===== config.mk =====
export PLATFORM = sky130hd
export DESIGN_NAME = aarm_fifo
export DESIGN_NICKNAME = d
export VERILOG_FILES = /design/src/hw/rtl/aarm_pkg.sv /design/src/hw/rtl/aarm_fifo.sv
export VERILOG_INCLUDE_DIRS = /design/src /design/src/hw/rtl
export SDC_FILE = /design/constraint.sdc
export NUM_CORES = 1
export LEC_CHECK = 0
export BUFFER_PORTS_ARGS = -buffer_cell sky130_fd_sc_hd__buf_2
export CORE_ASPECT_RATIO = 0.9
export CORE_MARGIN = 4
export CORE_UTILIZATION = 40
export CTS_BUF_LIST = sky130_fd_sc_hd__clkbuf_16
export DETAILED_ROUTE_END_ITERATION = 6
export GPL_ROUTABILITY_DRIVEN = 0
export PLACE_DENSITY = 0.57
export SYNTH_ARGS = -nofsm -noshare
export SYNTH_HDL_FRONTEND = slang
export SYNTH_SLANG_ARGS = --single-unit

===== constraint.sdc =====
create_clock -name clk -period 8.39 [get_ports clk]
set_input_delay 1.678 -clock clk [delete_from_list [all_inputs] [get_ports clk]]
set_output_delay 1.678 -clock clk [all_outputs]
set_load 0.02 [all_outputs]

===== src/hw/rtl/assert_macros.svh =====
// Assertion macros shared by the RTL files.
`ifndef ASSERT_MACROS_SVH
`define ASSERT_MACROS_SVH
`ifndef SYNTHESIS
`define ASSERT_IMPLIES(lbl, clk, rst_n, a, c) \
  lbl: assert property (@(posedge clk) disable iff (!rst_n) (a) |-> (c)) \
    else $error("assertion failed");
`define ASSERT_NEXT(lbl, clk, rst_n, a, c) \
  lbl: assert property (@(posedge clk) disable iff (!rst_n) (a) |=> (c)) \
    else $error("assertion failed");
`else
`define ASSERT_IMPLIES(lbl, clk, rst_n, a, c)
`define ASSERT_NEXT(lbl, clk, rst_n, a, c)
`endif
`endif


===== src/hw/rtl/aarm_pkg.sv =====
// Package with types, constants and tables for the axis-angle converter.
package aarm_pkg;
  localparam int CordicStages = 14;
  localparam int AngW = 34;
  localparam int CordW = 32;
  localparam int FifoDepth = 4;
  localparam int FifoAw = 2;
  localparam logic signed [AngW-1:0] AngPi = 34'sd3373259426;
  localparam logic signed [AngW-1:0] AngHalfPi = 34'sd1686629713;
  localparam logic signed [CordW-1:0] CordicGain = 32'sd652032874;

  typedef struct packed {
    logic signed [AngW-1:0] z;
    logic                   flip;
    logic signed [15:0]     ax;
    logic signed [15:0]     ay;
    logic signed [15:0]     az;
  } front_item_t;

  typedef struct packed {
    logic signed [15:0] m00;
    logic signed [15:0] m01;
    logic signed [15:0] m02;
    logic signed [15:0] m10;
    logic signed [15:0] m11;
    logic signed [15:0] m12;
    logic signed [15:0] m20;
    logic signed [15:0] m21;
    logic signed [15:0] m22;
  } matrix_t;

  function automatic logic signed [AngW-1:0] atan_of(input int i);
    logic signed [AngW-1:0] r;
    case (i)
      0: r = 34'sd843314856;
      1: r = 34'sd497837829;
      2: r = 34'sd263043836;
      3: r = 34'sd133525158;
      4: r = 34'sd67021686;
      5: r = 34'sd33543515;
      6: r = 34'sd16775850;
      7: r = 34'sd8388437;
      8: r = 34'sd4194282;
      9: r = 34'sd2097149;
      10: r = 34'sd1048575;
      11: r = 34'sd524287;
      12: r = 34'sd262143;
      13: r = 34'sd131071;
      14: r = 34'sd65535;
      15: r = 34'sd32767;
      16: r = 34'sd16383;
      17: r = 34'sd8191;
      18: r = 34'sd4095;
      19: r = 34'sd2047;
      20: r = 34'sd1023;
      21: r = 34'sd511;
      22: r = 34'sd255;
      default: r = 34'sd127;
    endcase
    return r;
  endfunction

  // Round a 2^-48 sum to 2^-14 and clamp to plus or minus one.
  function automatic logic signed [15:0] finish(input logic signed [63:0] v);
    logic signed [63:0] r;
    r = (v + (64'sd1 <<< 33)) >>> 34;
    if (r > 64'sd16384) r = 64'sd16384;
    if (r < -64'sd16384) r = -64'sd16384;
    return r[15:0];
  endfunction
endpackage


===== src/hw/rtl/aarm_fifo.sv =====
// Short queue between the front end and the back end.
`include "assert_macros.svh"
module aarm_fifo (
  input  logic                  clk,
  input  logic                  rst_n,
  input  logic                  wr_valid,
  output logic                  wr_ready,
  input  aarm_pkg::front_item_t wr_item,
  output logic                  rd_valid,
  input  logic                  rd_ready,
  output aarm_pkg::front_item_t rd_item
);
  aarm_pkg::front_item_t mem_r [aarm_pkg::FifoDepth];
  logic [aarm_pkg::FifoAw-1:0] wp_r, rp_r;
  logic [aarm_pkg::FifoAw:0]   cnt_r, cnt_nxt;
  logic wr_en, rd_en;

  assign wr_ready = cnt_r != (aarm_pkg::FifoAw+1)'(aarm_pkg::FifoDepth);
  assign rd_valid = cnt_r != '0;
  assign wr_en = wr_valid && wr_ready;
  assign rd_en = rd_valid && rd_ready;
  assign rd_item = mem_r[rp_r];

  always_comb begin
    cnt_nxt = cnt_r;
    if (wr_en && !rd_en) cnt_nxt = cnt_r + 1'b1;
    else if (rd_en && !wr_en) cnt_nxt = cnt_r - 1'b1;
  end

  always_ff @(posedge clk) begin
    if (!rst_n) begin
      wp_r <= '0;
      rp_r <= '0;
      cnt_r <= '0;
    end else begin
      if (wr_en) wp_r <= wp_r + 1'b1;
      if (rd_en) rp_r <= rp_r + 1'b1;
      cnt_r <= cnt_nxt;
    end
    if (wr_en) mem_r[wp_r] <= wr_item;
  end

  `ASSERT_IMPLIES(a_cnt_range, clk, rst_n, 1'b1, cnt_r <= (aarm_pkg::FifoAw+1)'(aarm_pkg::FifoDepth))
  `ASSERT_IMPLIES(a_ptr_gap, clk, rst_n, 1'b1, (wp_r - rp_r) == cnt_r[aarm_pkg::FifoAw-1:0])
  `ASSERT_NEXT(a_cnt_up, clk, rst_n, wr_en && !rd_en, cnt_r == $past(cnt_r) + 1'b1)
endmodule


==> flow_metrics.env <==
export IMPL_run_status="complete, no violations"
export IMPL_powerDensity_nw_per_um2=324
export IMPL_worst_pin_slew_ns=1.06
export IMPL_crit_type="flip-flop to output port"
export IMPL_ys_async_sr_fraction=0
export IMPL_dieArea_um2=34000
export IMPL_die_x_um=194
export IMPL_start_util=0.404
export IMPL_cts_setup_buffers=0
export IMPL_nFillCells=2575
export IMPL_drive_above_1_share=0.453
export IMPL_rows=61
export IMPL_hold_violations=0
export IMPL_pin_count=172
export IMPL_synth_area_leader_cell="edfxtp_1"
export IMPL_hold_path_startpoint="wp_r[1]"
export IMPL_finalClockSkew_ns=0.0152
export IMPL_yosysTopAreaCellShare=0.800
export IMPL_wl_per_cell_um=21.5
export IMPL_cts_sinks=341
export IMPL_drt_pass1_iter_count=4
export IMPL_synth_flop_cell="edfxtp_1"
export IMPL_relSlewSlack=0.292
export IMPL_peakVddDrop_mv=0.218
export IMPL_holdBufCountCts=0
export IMPL_insertion_delay_ns=0.50
export IMPL_ctsResizeCount=0
export IMPL_finalSetupTns_ns=0
export IMPL_clockBufferDepth=3
export IMPL_synth_edf_count=332
export IMPL_drt_iter0_drc=284
export IMPL_grt_pass1_wl_um=36400
export IMPL_vias_per_cell=5.04
export IMPL_grt_max_degree=67
export IMPL_r2r_start="cnt_r[0]"
export IMPL_core_um2=30800
export IMPL_p_total_w=0.00483
export IMPL_area_growth_pct=19.6
export IMPL_syn_nets=574
export IMPL_drv_cap=0
export IMPL_synth_distinct_cells=22
export IMPL_drc_errors=0
export IMPL_vias=5603
export IMPL_wl_um=23900
export IMPL_cts_tree="done"
export IMPL_grt_remaining_overflow=0
export IMPL_end_kind="output port"
export IMPL_hp_class="flip-flop to flip-flop"
export IMPL_cts_root_buf="clkbuf_16"
export IMPL_synth_most_common_cell="edfxtp_1"
export IMPL_syn_area_per_cell_um2=25.9
export IMPL_syn_inst=481
export IMPL_critPathMaxFanout=44
export IMPL_fin_crit_ns=4.78
export IMPL_grt_pass1_vias=6107
export IMPL_finalSetupViolCount=0
export IMPL_rsz0062_at_grt="no"
export IMPL_worst_ep_required_time_ns=6.71
export IMPL_antenna_found_initial=4
export IMPL_synth_seq_cells=341
export IMPL_setup_slack_ns=3.61
export IMPL_ys_top_cells_by_area="edfxtp_1 80%, mux4_2 15%, dfxtp_1 1.4%"
export IMPL_synth_commonest_cells="332 x edfxtp_1, 83 x mux4_2, 9 x buf_2, 9 x dfxtp_1"
export IMPL_worstSetupStartpointType="flip-flop"
export IMPL_numPortBuffers=171
export IMPL_ant_nets=0
export IMPL_clk_pin_slew_ns=0.06
export IMPL_post_route_period_util=0.570
export IMPL_cts_buffers=37
export IMPL_nets=771
export IMPL_p_leak_nw=4.96
export IMPL_post_place_ws_ns=3.96
export IMPL_track_usage=0.138
export IMPL_hpwl_um=13900
export IMPL_die_h_um=175
export IMPL_max_freq_mhz=209
export IMPL_final_max_slew_violation_count=0
export IMPL_synth_warnings=0
export IMPL_seq_area_frac_synth=0.815
export IMPL_cts_max_level=2
export IMPL_syn_area_um2=12500
export IMPL_cp_data_arrival_time_ns=3.10
==> per-layer routing <==
| metal | part of all wire | GRT usage | vias to the layer above |
|---|---|---|---|
| li1 | - | - | 2461 |
| met1 | 0.43 | 0.188 | 2923 |
| met2 | 0.49 | 0.224 | 172 |
| met3 | 0.069 | 0.0372 | 41 |
| met4 | 0.017 | 0.0378 | 6 |
| met5 | 0.0015 | 0 | - |
==> cell families (layout without fill, tap and decap cells) <==
| group | Yosys count | after routing | synth area share |
|---|---|---|---|
| DFF | 341 | 341 | 0.815 |
| buffers and inverters | 22 | 241 | 0.0124 |
| AOI/OAI and AO/OA | 5 | 5 | 0.00362 |
| adders and majority gates | 6 | 6 | 0.00663 |
| muxes | 86 | 86 | 0.152 |
| and+or+nand+nor | 17 | 17 | 0.00733 |
| xor gates and xnor gates | 4 | 4 | 0.00281 |
| other | 0 | 2 | 0 |
==> state kept, by name, indices dropped and copies added, names as in the netlist, named ones only <==
name / count
cnt_r: 3
mem_r: 332
rp_r: 2
wp_r: 2
==> path summary, 6_finish.rpt <==
kind	to	slack, ns	cells past startpoint
setup / recovery	rd_item[66]	3.61	3
hold / removal	wp_r[1]	0.51	2
setup reg to reg	mem_r[3][74]	5.68	4
hold reg to reg	wp_r[1]	0.51	2
==> worst max-delay path, cell delays in order (launching register included) <==
cell and delay (ns):
dfxtp_4 0.97, buf_4 0.79, mux4_2 0.61, buf_2 0.18
==> cell usage in the layout, fill, tap and decap left out <==
master and n:
a21boi_0 1, a21boi_2 1, and2_1 4, and2_4 4
buf_2 171, buf_4 6, bufinv_16 4, clkbuf_16 37
clkinv_1 8, clkinv_2 2, clkinv_4 1, clkinvlp_4 4
dfxtp_1 7, dfxtp_4 2, diode_2 2, edfxtp_1 332
fa_1 1, ha_1 5, inv_1 7, inv_6 1
mux2i_1 3, mux4_2 83, nand2_1 5, nor2_1 1
nor2b_1 1, o21ai_0 1, o311ai_1 1, o31ai_2 1
or3_1 2, xnor2_1 3, xor2_1 1
==> metrics by stage <==
| step | std cells | hold WS, ns | util | instance area, µm² |
|---|---|---|---|---|
| floorplan | 481 | 0.468 | - | 12500 |
| global placement | 1048 | 0.479 | 0.446 | 13700 |
| detailed placement | 1048 | 0.503 | 0.446 | 13700 |
| CTS | 1109 | 0.512 | 0.483 | 14900 |
| global route | 1110 | 0.550 | 0.483 | 14900 |
| finish | 1111 | 0.508 | 0.483 | 14900 |
==> final cells by class <==
type | count | area (µm²) | area share
antenna | 2 | 5.00 | 0.000336
clock buffer | 37 | 926 | 0.0621
clock inverter | 24 | 223 | 0.0149
inverter | 3 | 11.3 | 0.000756
multi-input combinational | 118 | 2160 | 0.145
sequential | 341 | 10200 | 0.682
tap | 409 | 512 | 0.0343
timing repair buffer | 177 | 901 | 0.0605
==> power by group <==
group / switching [W] / internal, W / leakage, nW
Combinational: 0.000633 / 0.000480 / 1.28
Clock: 0.000618 / 0.000922 / 0.563
Sequential: 0.000108 / 0.00207 / 3.12
Total: 0.00136 / 0.00347 / 4.96
Power figures use the tool's default switching activity.
