$ cat src/hw/rtl/assert_macros.svh
// Assertion macros shared by the RTL files.
`ifndef ASSERT_MACROS_SVH
`define ASSERT_MACROS_SVH
`ifndef SYNTHESIS
`define ASSERT_IMPLIES(lbl, clk, rst_n, a, c) \
  lbl: assert property (@(posedge clk) disable iff (!rst_n) (a) |-> (c)) \
    else $error("assertion failed");
`define ASSERT_NEXT(lbl, clk, rst_n, a, c) \
  lbl: assert property (@(posedge clk) disable iff (!rst_n) (a) |=> (c)) \
    else $error("assertion failed");
`else
`define ASSERT_IMPLIES(lbl, clk, rst_n, a, c)
`define ASSERT_NEXT(lbl, clk, rst_n, a, c)
`endif
`endif

$ cat src/hw/rtl/aarm_pkg.sv
// Package with types, constants and tables for the axis-angle converter.
package aarm_pkg;
  localparam int CordicStages = 14;
  localparam int AngW = 34;
  localparam int CordW = 32;
  localparam int FifoDepth = 4;
  localparam int FifoAw = 2;
  localparam logic signed [AngW-1:0] AngPi = 34'sd3373259426;
  localparam logic signed [AngW-1:0] AngHalfPi = 34'sd1686629713;
  localparam logic signed [CordW-1:0] CordicGain = 32'sd652032874;

  typedef struct packed {
    logic signed [AngW-1:0] z;
    logic                   flip;
    logic signed [15:0]     ax;
    logic signed [15:0]     ay;
    logic signed [15:0]     az;
  } front_item_t;

  typedef struct packed {
    logic signed [15:0] m00;
    logic signed [15:0] m01;
    logic signed [15:0] m02;
    logic signed [15:0] m10;
    logic signed [15:0] m11;
    logic signed [15:0] m12;
    logic signed [15:0] m20;
    logic signed [15:0] m21;
    logic signed [15:0] m22;
  } matrix_t;

  function automatic logic signed [AngW-1:0] atan_of(input int i);
    logic signed [AngW-1:0] r;
    case (i)
      0: r = 34'sd843314856;
      1: r = 34'sd497837829;
      2: r = 34'sd263043836;
      3: r = 34'sd133525158;
      4: r = 34'sd67021686;
      5: r = 34'sd33543515;
      6: r = 34'sd16775850;
      7: r = 34'sd8388437;
      8: r = 34'sd4194282;
      9: r = 34'sd2097149;
      10: r = 34'sd1048575;
      11: r = 34'sd524287;
      12: r = 34'sd262143;
      13: r = 34'sd131071;
      14: r = 34'sd65535;
      15: r = 34'sd32767;
      16: r = 34'sd16383;
      17: r = 34'sd8191;
      18: r = 34'sd4095;
      19: r = 34'sd2047;
      20: r = 34'sd1023;
      21: r = 34'sd511;
      22: r = 34'sd255;
      default: r = 34'sd127;
    endcase
    return r;
  endfunction

  // Round a 2^-48 sum to 2^-14 and clamp to plus or minus one.
  function automatic logic signed [15:0] finish(input logic signed [63:0] v);
    logic signed [63:0] r;
    r = (v + (64'sd1 <<< 33)) >>> 34;
    if (r > 64'sd16384) r = 64'sd16384;
    if (r < -64'sd16384) r = -64'sd16384;
    return r[15:0];
  endfunction
endpackage

$ cat src/hw/rtl/aarm_front.sv
// Front end: accepts items, wraps and folds the angle into a right angle.
module aarm_front (
  input  logic                  clk,
  input  logic                  rst_n,
  input  logic                  in_valid,
  output logic                  in_ready,
  input  logic signed [15:0]    in_angle,
  input  logic signed [15:0]    in_axis_x,
  input  logic signed [15:0]    in_axis_y,
  input  logic signed [15:0]    in_axis_z,
  output logic                  fr_valid,
  input  logic                  fr_ready,
  output aarm_pkg::front_item_t fr_item
);
  logic                  valid_r, valid_nxt;
  aarm_pkg::front_item_t item_r, item_nxt;
  logic signed [aarm_pkg::AngW-1:0] z;

  assign in_ready = !valid_r || fr_ready;

  always_comb begin
    z = {{(aarm_pkg::AngW-33){in_angle[15]}}, in_angle, 17'd0};
    if (z > aarm_pkg::AngPi) z = z - (aarm_pkg::AngPi <<< 1);
    else if (z < -aarm_pkg::AngPi) z = z + (aarm_pkg::AngPi <<< 1);
    item_nxt = item_r;
    item_nxt.flip = 1'b0;
    if (z > aarm_pkg::AngHalfPi) begin
      z = z - aarm_pkg::AngPi;
      item_nxt.flip = 1'b1;
    end else if (z < -aarm_pkg::AngHalfPi) begin
      z = z + aarm_pkg::AngPi;
      item_nxt.flip = 1'b1;
    end
    item_nxt.z  = z;
    item_nxt.ax = in_axis_x;
    item_nxt.ay = in_axis_y;
    item_nxt.az = in_axis_z;
    valid_nxt = in_valid ? 1'b1 : (fr_ready ? 1'b0 : valid_r);
  end

  always_ff @(posedge clk) begin
    if (!rst_n) valid_r <= 1'b0;
    else if (in_ready) valid_r <= valid_nxt;
    if (in_valid && in_ready) item_r <= item_nxt;
  end

  assign fr_valid = valid_r;
  assign fr_item  = item_r;
endmodule

$ cat config.mk
export PLATFORM = sky130hd
export DESIGN_NAME = aarm_front
export DESIGN_NICKNAME = d
export VERILOG_FILES = /design/src/hw/rtl/assert_macros.svh /design/src/hw/rtl/aarm_pkg.sv /design/src/hw/rtl/aarm_front.sv
export SDC_FILE = /design/constraint.sdc
export NUM_CORES = 1
export LEC_CHECK = 0
export ABC_CLOCK_PERIOD_IN_PS = 4800
export BUFFER_PORTS_ARGS = -buffer_cell sky130_fd_sc_hd__buf_2
export CAP_MARGIN = 20
export CORE_MARGIN = 1
export CORE_UTILIZATION = 49
export DETAILED_ROUTE_END_ITERATION = 16
export MAX_ROUTING_LAYER = met4
export PLACE_DENSITY_LB_ADDON = 0.3
export RECOVER_POWER = 50
export SLEW_MARGIN = 5
export SYNTH_ARGS = -nofsm -noshare
export SYNTH_HDL_FRONTEND = slang
export SYNTH_SLANG_ARGS = --single-unit
$ cat constraint.sdc
create_clock -name clk -period 4.8 [get_ports clk]
set_input_delay 0.72 -clock clk [delete_from_list [all_inputs] [get_ports clk]]
set_output_delay 0.72 -clock clk [all_outputs]
set_load 0.01 [all_outputs]
==> results of run 1 <==
tightest hold or removal path, stage by stage (launching register included):
cell and delay (ns):
dfxtp_1 0.31, nand2b_1 0.09, a21boi_0 0.08
flip-flops by register name (all words and copies together) (netlist names):
| register | cells |
|---|---|
| fr_valid | 1 |
| fr_item | 75 |
layout by cell type (no fill, tap or decap), types with 3 or more instances in the layout:
cell type	n
o21a_1	3
a31oi_1	7
and2_1	6
buf_4	3
o21ai_0	10
nor2b_1	5
nand2_1	13
nor2_1	7
o31ai_1	3
xnor2_2	3
buf_2	83
edfxtp_1	75
nor3_1	3
nand3_1	6
nand4_1	3
clkbuf_1	68
bufinv_16	3
a21oi_1	17
a41o_1	3
o32ai_1	3
clkbuf_8	9
and3_1	3
ha_1	5
o22ai_1	6
xor2_1	6
xnor2_1	16
inv_1	10
a41oi_1	3
final timing paths:
check | endpoint | cells after the start
max | fr_item[78] | 16
min | fr_valid | 2
max reg2reg | fr_item[59] | 2
min reg2reg | fr_valid | 2
report_power, final:
group	leakage (nW)	switching [mW]	internal, mW
Combinational	0.929	0.179	0.108
Clock	0.124	0.234	0.349
Sequential	0.736	0.0143	0.797
Total	1.79	0.427	1.25
kinds of logic after synthesis:
| logic type | share of synthesized area, % |
|---|---|
| xor gates and xnor gates | 6.67 |
| and+or+nand+nor | 9.42 |
| DFF | 58.8 |
| buffers and inverters | 5.18 |
| AOI/OAI and AO/OA | 18.2 |
| other | 0.0971 |
| adders and majority gates | 1.62 |
layout make-up:
class,instances,area [um^2]
multi-input cells,187,1390
inverters,11,41.3
clock buffers,9,124
fillers,665,2910
repair buffers,154,693
flip-flops and latches,76,2270
well taps,102,128
clock inverters,7,121
layer usage:
| layer | global-route usage (%) | up-vias |
|---|---|---|
| met2 | 35.2 | 113 |
| met4 | 7.41 | 0 |
| met5 | - | - |
| met1 | 28.0 | 1394 |
| li1 | - | 1434 |
| met3 | 3.45 | 11 |
cells in the mapped netlist, types with 2 or more instances:
library cell	count
nor3b_1	2
nand2b_1	2
a211oi_1	2
o32ai_2	2
xnor2_1	16
a41o_1	3
nand2_1	13
nand3_1	6
o22ai_1	6
inv_1	10
edfxtp_1	75
o21ai_0	10
o21bai_1	2
nor2b_1	5
o21a_1	3
buf_4	10
a21o_1	2
o32ai_1	3
a31oi_1	7
o31ai_1	3
buf_2	10
a41oi_1	3
or3_1	2
xnor2_2	3
ha_1	5
nor2_1	7
a21oi_2	2
nor3_1	3
and2_1	7
xor2_1	6
a21oi_1	17
o2bb2ai_1	2
nand4_1	3
o311ai_1	2
and3_1	3
clkbuf_1	6
through the flow:
step | util (%) | hold slack (ns) | total power [mW] | std cells | area [um^2]
global route | 62.1 | 0.526 | 1.75 | 546 | 4770
detailed placement | 60.0 | 0.527 | 1.12 | 530 | 4610
global placement | 60.0 | 0.515 | 1.12 | 530 | 4610
finish | 62.1 | 0.534 | 1.68 | 546 | 4770
CTS | 63.2 | 0.522 | 1.71 | 546 | 4860
floorplan | - | 0.610 | 1.02 | 301 | 3860
==> impl_metrics.ini, run 1 <==
[die]
start_util_pct = 50.3
die_height_um = 90.8
core_region_area_um2 = 7690
die_x_um = 90.8
rows = 32
die_area_um2 = 8240
num_io_pins = 153

[routing]
drt_iter0_drc = 167
vias_per_cell = 5.41
wl_met2_um = 4310
routed.top_layer = met4
avgRoutedWirePerCell_um = 16.1
first_pass_iters = 4
route.met3.wl_um = 511
drc = 0
vias = 2952
wl_met1_um = 3860
ant_nets = 0
routed_wl_um = 8780

[critical_path]
cp.arrival_ns = 4.03
cp.buffers_inverters = 4
crit_path_start = in_angle[4]
path_class = input pin to flop
reg2reg_from = fr_valid
critPathMaxStageDelay_ns = 0.36
path_max_fanout = 23
r2r_slack_ns = 3.21
slowest_stage = o311ai_2
crit_chain = buf_2 > inv_1 > ha_1 > and2_1 > o311ai_2 > a21o_1 > inv_2 > ha_1 > o311ai_0 > o21ai_0 > a21o_1 > a41oi_1 > o31ai_2 > buf_4 > o32ai_1 > xnor2_1
cp_data_required_time_ns = 4.88
cp-end-kind = flop
cpLargestDelayFamily = compound AO/OA/AOI/OAI gates
startpoint_type = input pin

[sta]
fmax_mhz = 253
min_period_ns = 3.95
hold_viol_final = 0
fin_setup_tns_ns = 0
final.setup.worst_slack_ns = 0.848
fin_crit_sh_pct = 82.3
maxSlewHeadroom_pct = 38.4
rsz0062_at_grt = no
setup_viol = 0
worst_pin_slew_ns = 0.923
maxSlewViolCount = 0
skew_ns = 0.00877

[clocking]
postCtsSetupRepairBufs = 0
cts_buffers = 9
ctsRootBufferMaster = clkbuf_8
clock-sinks = 76
htree_num_levels = 3
hold_buffers = 0
clock_path_buffers = 2
insertion_delay_ns = 0.34
clk_pin_slew_ns = 0.08
postCtsResizedCells = 0
cts_tree = done

[placement]
gp_congestion = 0.858
hpwl_um = 6440
dpl_worst_slack_ns = 0.504
port-buffer-count = 151

[synthesis]
ys_ff_latch = 76
syn_nets = 374
synth_ff_type = edfxtp_1
synth_cells = 301
synth_warnings = 0
netlist_area_um2 = 3860
synth_top_cell_by_area = edfxtp_1
synth_area_leaders = edfxtp_1 58%, xnor2_1 3.6%, a21oi_1 2.2%, buf_4 1.9%, ha_1 1.6%
yosysSeqAreaShare_pct = 58.8
synth_top_area_share_pct = 58.3
synth_async_sr_flop_share_pct = 0
synth_edf_count = 75
synth.distinct_cells = 74
syn_area_per_cell_um2 = 12.8

[power]
ir_drop_uv = 149
power.leakage_nw = 1.79
p_per_area_nw_per_um2 = 352

[grt]
grt_pass1_wl_um = 13500
antenna_found_initial = 0
grt_pass1_vias = 2708
grt_max_degree = 76
grt.total_usage_pct = 21.7
overflow = 0

[finish]
nets = 512
area_growth_pct = 23.5
diodes = 0
drive_above_1_share_pct = 27.9

[worst_hold_path]
hp-class = flop to flop
min_from = fr_valid

[outcome]
outcome = finished clean

[job]
cap_violations = 0
(Power assumes the default switching activity.)
==> run 2, diff against run 1 <==
--- a/config.mk
+++ b/config.mk
@@ -5,7 +5,7 @@
 export SDC_FILE = /design/constraint.sdc
 export NUM_CORES = 1
 export LEC_CHECK = 0
-export ABC_CLOCK_PERIOD_IN_PS = 4800
+export ABC_CLOCK_PERIOD_IN_PS = 4000
 export BUFFER_PORTS_ARGS = -buffer_cell sky130_fd_sc_hd__buf_2
 export CAP_MARGIN = 20
 export CORE_MARGIN = 1
==> constraint.sdc (replaced) <==
create_clock -name clk -period 4 [get_ports clk]
set_input_delay 0.6 -clock clk [delete_from_list [all_inputs] [get_ports clk]]
set_output_delay 0.6 -clock clk [all_outputs]
set_load 0.01 [all_outputs]
==> run 2 against run 1 <==
- non-clock buffer count is 7 higher
- die area stayed put
- setup slack worse by 0.46 ns
- global-route usage is 0.93 points higher
- total power is 11% higher
- combinational power is 23% higher
- final cell count is 1.1% higher
- worst hold slack worse by 0.10 ns
- critical path depth is 3 lower
- critical endpoint is now fr_item[82]
- largest power group unchanged
==> impl_metrics.ini, run 2 (synthesis results as in run 1) <==
[die]
core_region_area_um2 = 7690
num_io_pins = 153
rows = 32
die_height_um = 90.8
die_x_um = 90.8
start_util_pct = 50.3
die_area_um2 = 8240

[finish]
nFillCells = 657
final_common_cell = buf_2
nets = 519
diodes = 0
drive_above_1_share_pct = 28.0
layout_common_cells = 82 x buf_2, 75 x edfxtp_1, 70 x clkbuf_1, 17 x a21oi_1, 16 x xnor2_1
area_growth_pct = 23.2
final_cells = 552
largest_register_ffs = 75

[routing]
drt_iter0_drc = 181
routed_wl_um = 9090
drc = 0
vias_per_cell = 5.48
first_pass_iters = 5
ant_nets = 0
avgRoutedWirePerCell_um = 16.5
vias = 3025

[worst_hold_path]
hp-class = input pin to flop
min_from = in_axis_z[3]
hold_end = fr_item[3]
holdPathStages = 1

[sta]
min_period_ns = 3.61
hold_viol_final = 0
skew_ns = 0.00978
fin_crit_sh_pct = 90.3
setup_viol = 0
fmax_mhz = 277
fin_setup_tns_ns = 0
worst_pin_slew_ns = 0.933
maxSlewViolCount = 0
maxSlewHeadroom_pct = 37.8
rsz0062_at_grt = no

[critical_path]
r2r_end = fr_item[50]
startpoint_type = input pin
r2r_cells = 2
cp-end-kind = flop
path_max_fanout = 8
r2r_slack_ns = 2.40
cp_data_required_time_ns = 4.06
cp.arrival_ns = 3.67
path_class = input pin to flop
reg2reg_from = fr_valid

[outcome]
outcome = finished clean

[placement]
dpl.cell_count = 537
port-buffer-count = 151
hpwl_um = 6740
gp_congestion = 0.958

[clocking]
clock_path_buffers = 2
clk_pin_slew_ns = 0.08
htree_num_levels = 3
insertion_delay_ns = 0.33
hold_buffers = 0
postCtsSetupRepairBufs = 0
cts_tree = done
postCtsResizedCells = 0
ctsRootBufferMaster = clkbuf_8
clock-sinks = 76
cts_buffers = 9

[power]
p_per_area_nw_per_um2 = 392
ir_drop_uv = 187
power.leakage_nw = 1.78
p_total_mw = 1.87

[grt]
grt.total_usage_pct = 22.7
grt_pass1_vias = 2778
antenna_found_initial = 0
grt_max_degree = 76
overflow = 0
grt_pass1_wl_um = 14200

[job]
cap_violations = 0
==> run 2: cell types whose count changed in the layout (fill, tap and decap cells not counted), moves of 2 or more <==
cell       previous run  this run
bufinv_16             3         1
clkinv_1              0         2
inv_6                 2         0
buf_4                 3        10
clkbuf_1             68        70
==> run 2: critical path: stages <==
cell and delay, ns:
buf_2 0.15, inv_1 0.09, ha_1 0.25, nand2b_1 0.11, a41o_1 0.28, a21oi_2 0.33
nor4_1 0.09, a221oi_1 0.55, o31ai_1 0.22, and3_1 0.26, o211a_1 0.23, o311ai_1 0.37
a21oi_1 0.13
==> run 2: area by class of cell <==
cell class                 instances  area [um^2]  share of cell area, %
sequential                        76         2270                   47.7
inverter                          11         41.3                  0.867
clock inverter                     5         53.8                   1.13
timing repair buffer             161          744                   15.6
clock buffer                      10          128                   2.68
tap                              102          128                   2.68
multi-input combinational        187         1390                   29.3
==> run 2: how the worst max path moves through the flow <==
stage,startpoint,to,slack (ns),cells after the start
2_1_floorplan,in_angle[4],fr_item[75],0.16,17
3_3_place_gp,in_angle[4],fr_item[82],0.14,14
3_5_place_dp,in_angle[0],fr_item[82],0.09,13
4_1_cts,in_angle[0],fr_item[82],0.43,13
5_1_grt,in_angle[0],fr_item[81],0.12,13
6_report,in_angle[0],fr_item[82],0.39,13
==> run 2: metrics by stage <==
stage / setup slack, ns / hold slack (ns) / util, % / cell area [um^2]
finish: 0.390 / 0.433 / 61.9 / 4760
CTS: 0.433 / 0.416 / 63.1 / 4850
global placement: 0.135 / 0.516 / 60.7 / 4670
global route: 0.124 / 0.417 / 61.9 / 4760
detailed placement: 0.0864 / 0.534 / 60.7 / 4670
floorplan: 0.157 / 0.610 / - / 3860
==> run 2: layer usage <==
layer  GRT usage (%)  vias up  share of wire [%]  wire length (um)
met5               -        -                  0                 0
met4            7.14        0                1.2               111
met3            4.38        9                6.7               609
met2            38.1      146                 50              4580
met1            27.7     1421                 42              3790
li1                -     1449                  -                 -
==> run 2: power by group <==
part | total [mW] | leakage, nW | switching, mW | internal [mW]
clock | 0.539 | 0.0874 | 0.257 | 0.282
combinational | 0.352 | 0.961 | 0.217 | 0.135
sequential | 0.975 | 0.736 | 0.0184 | 0.957
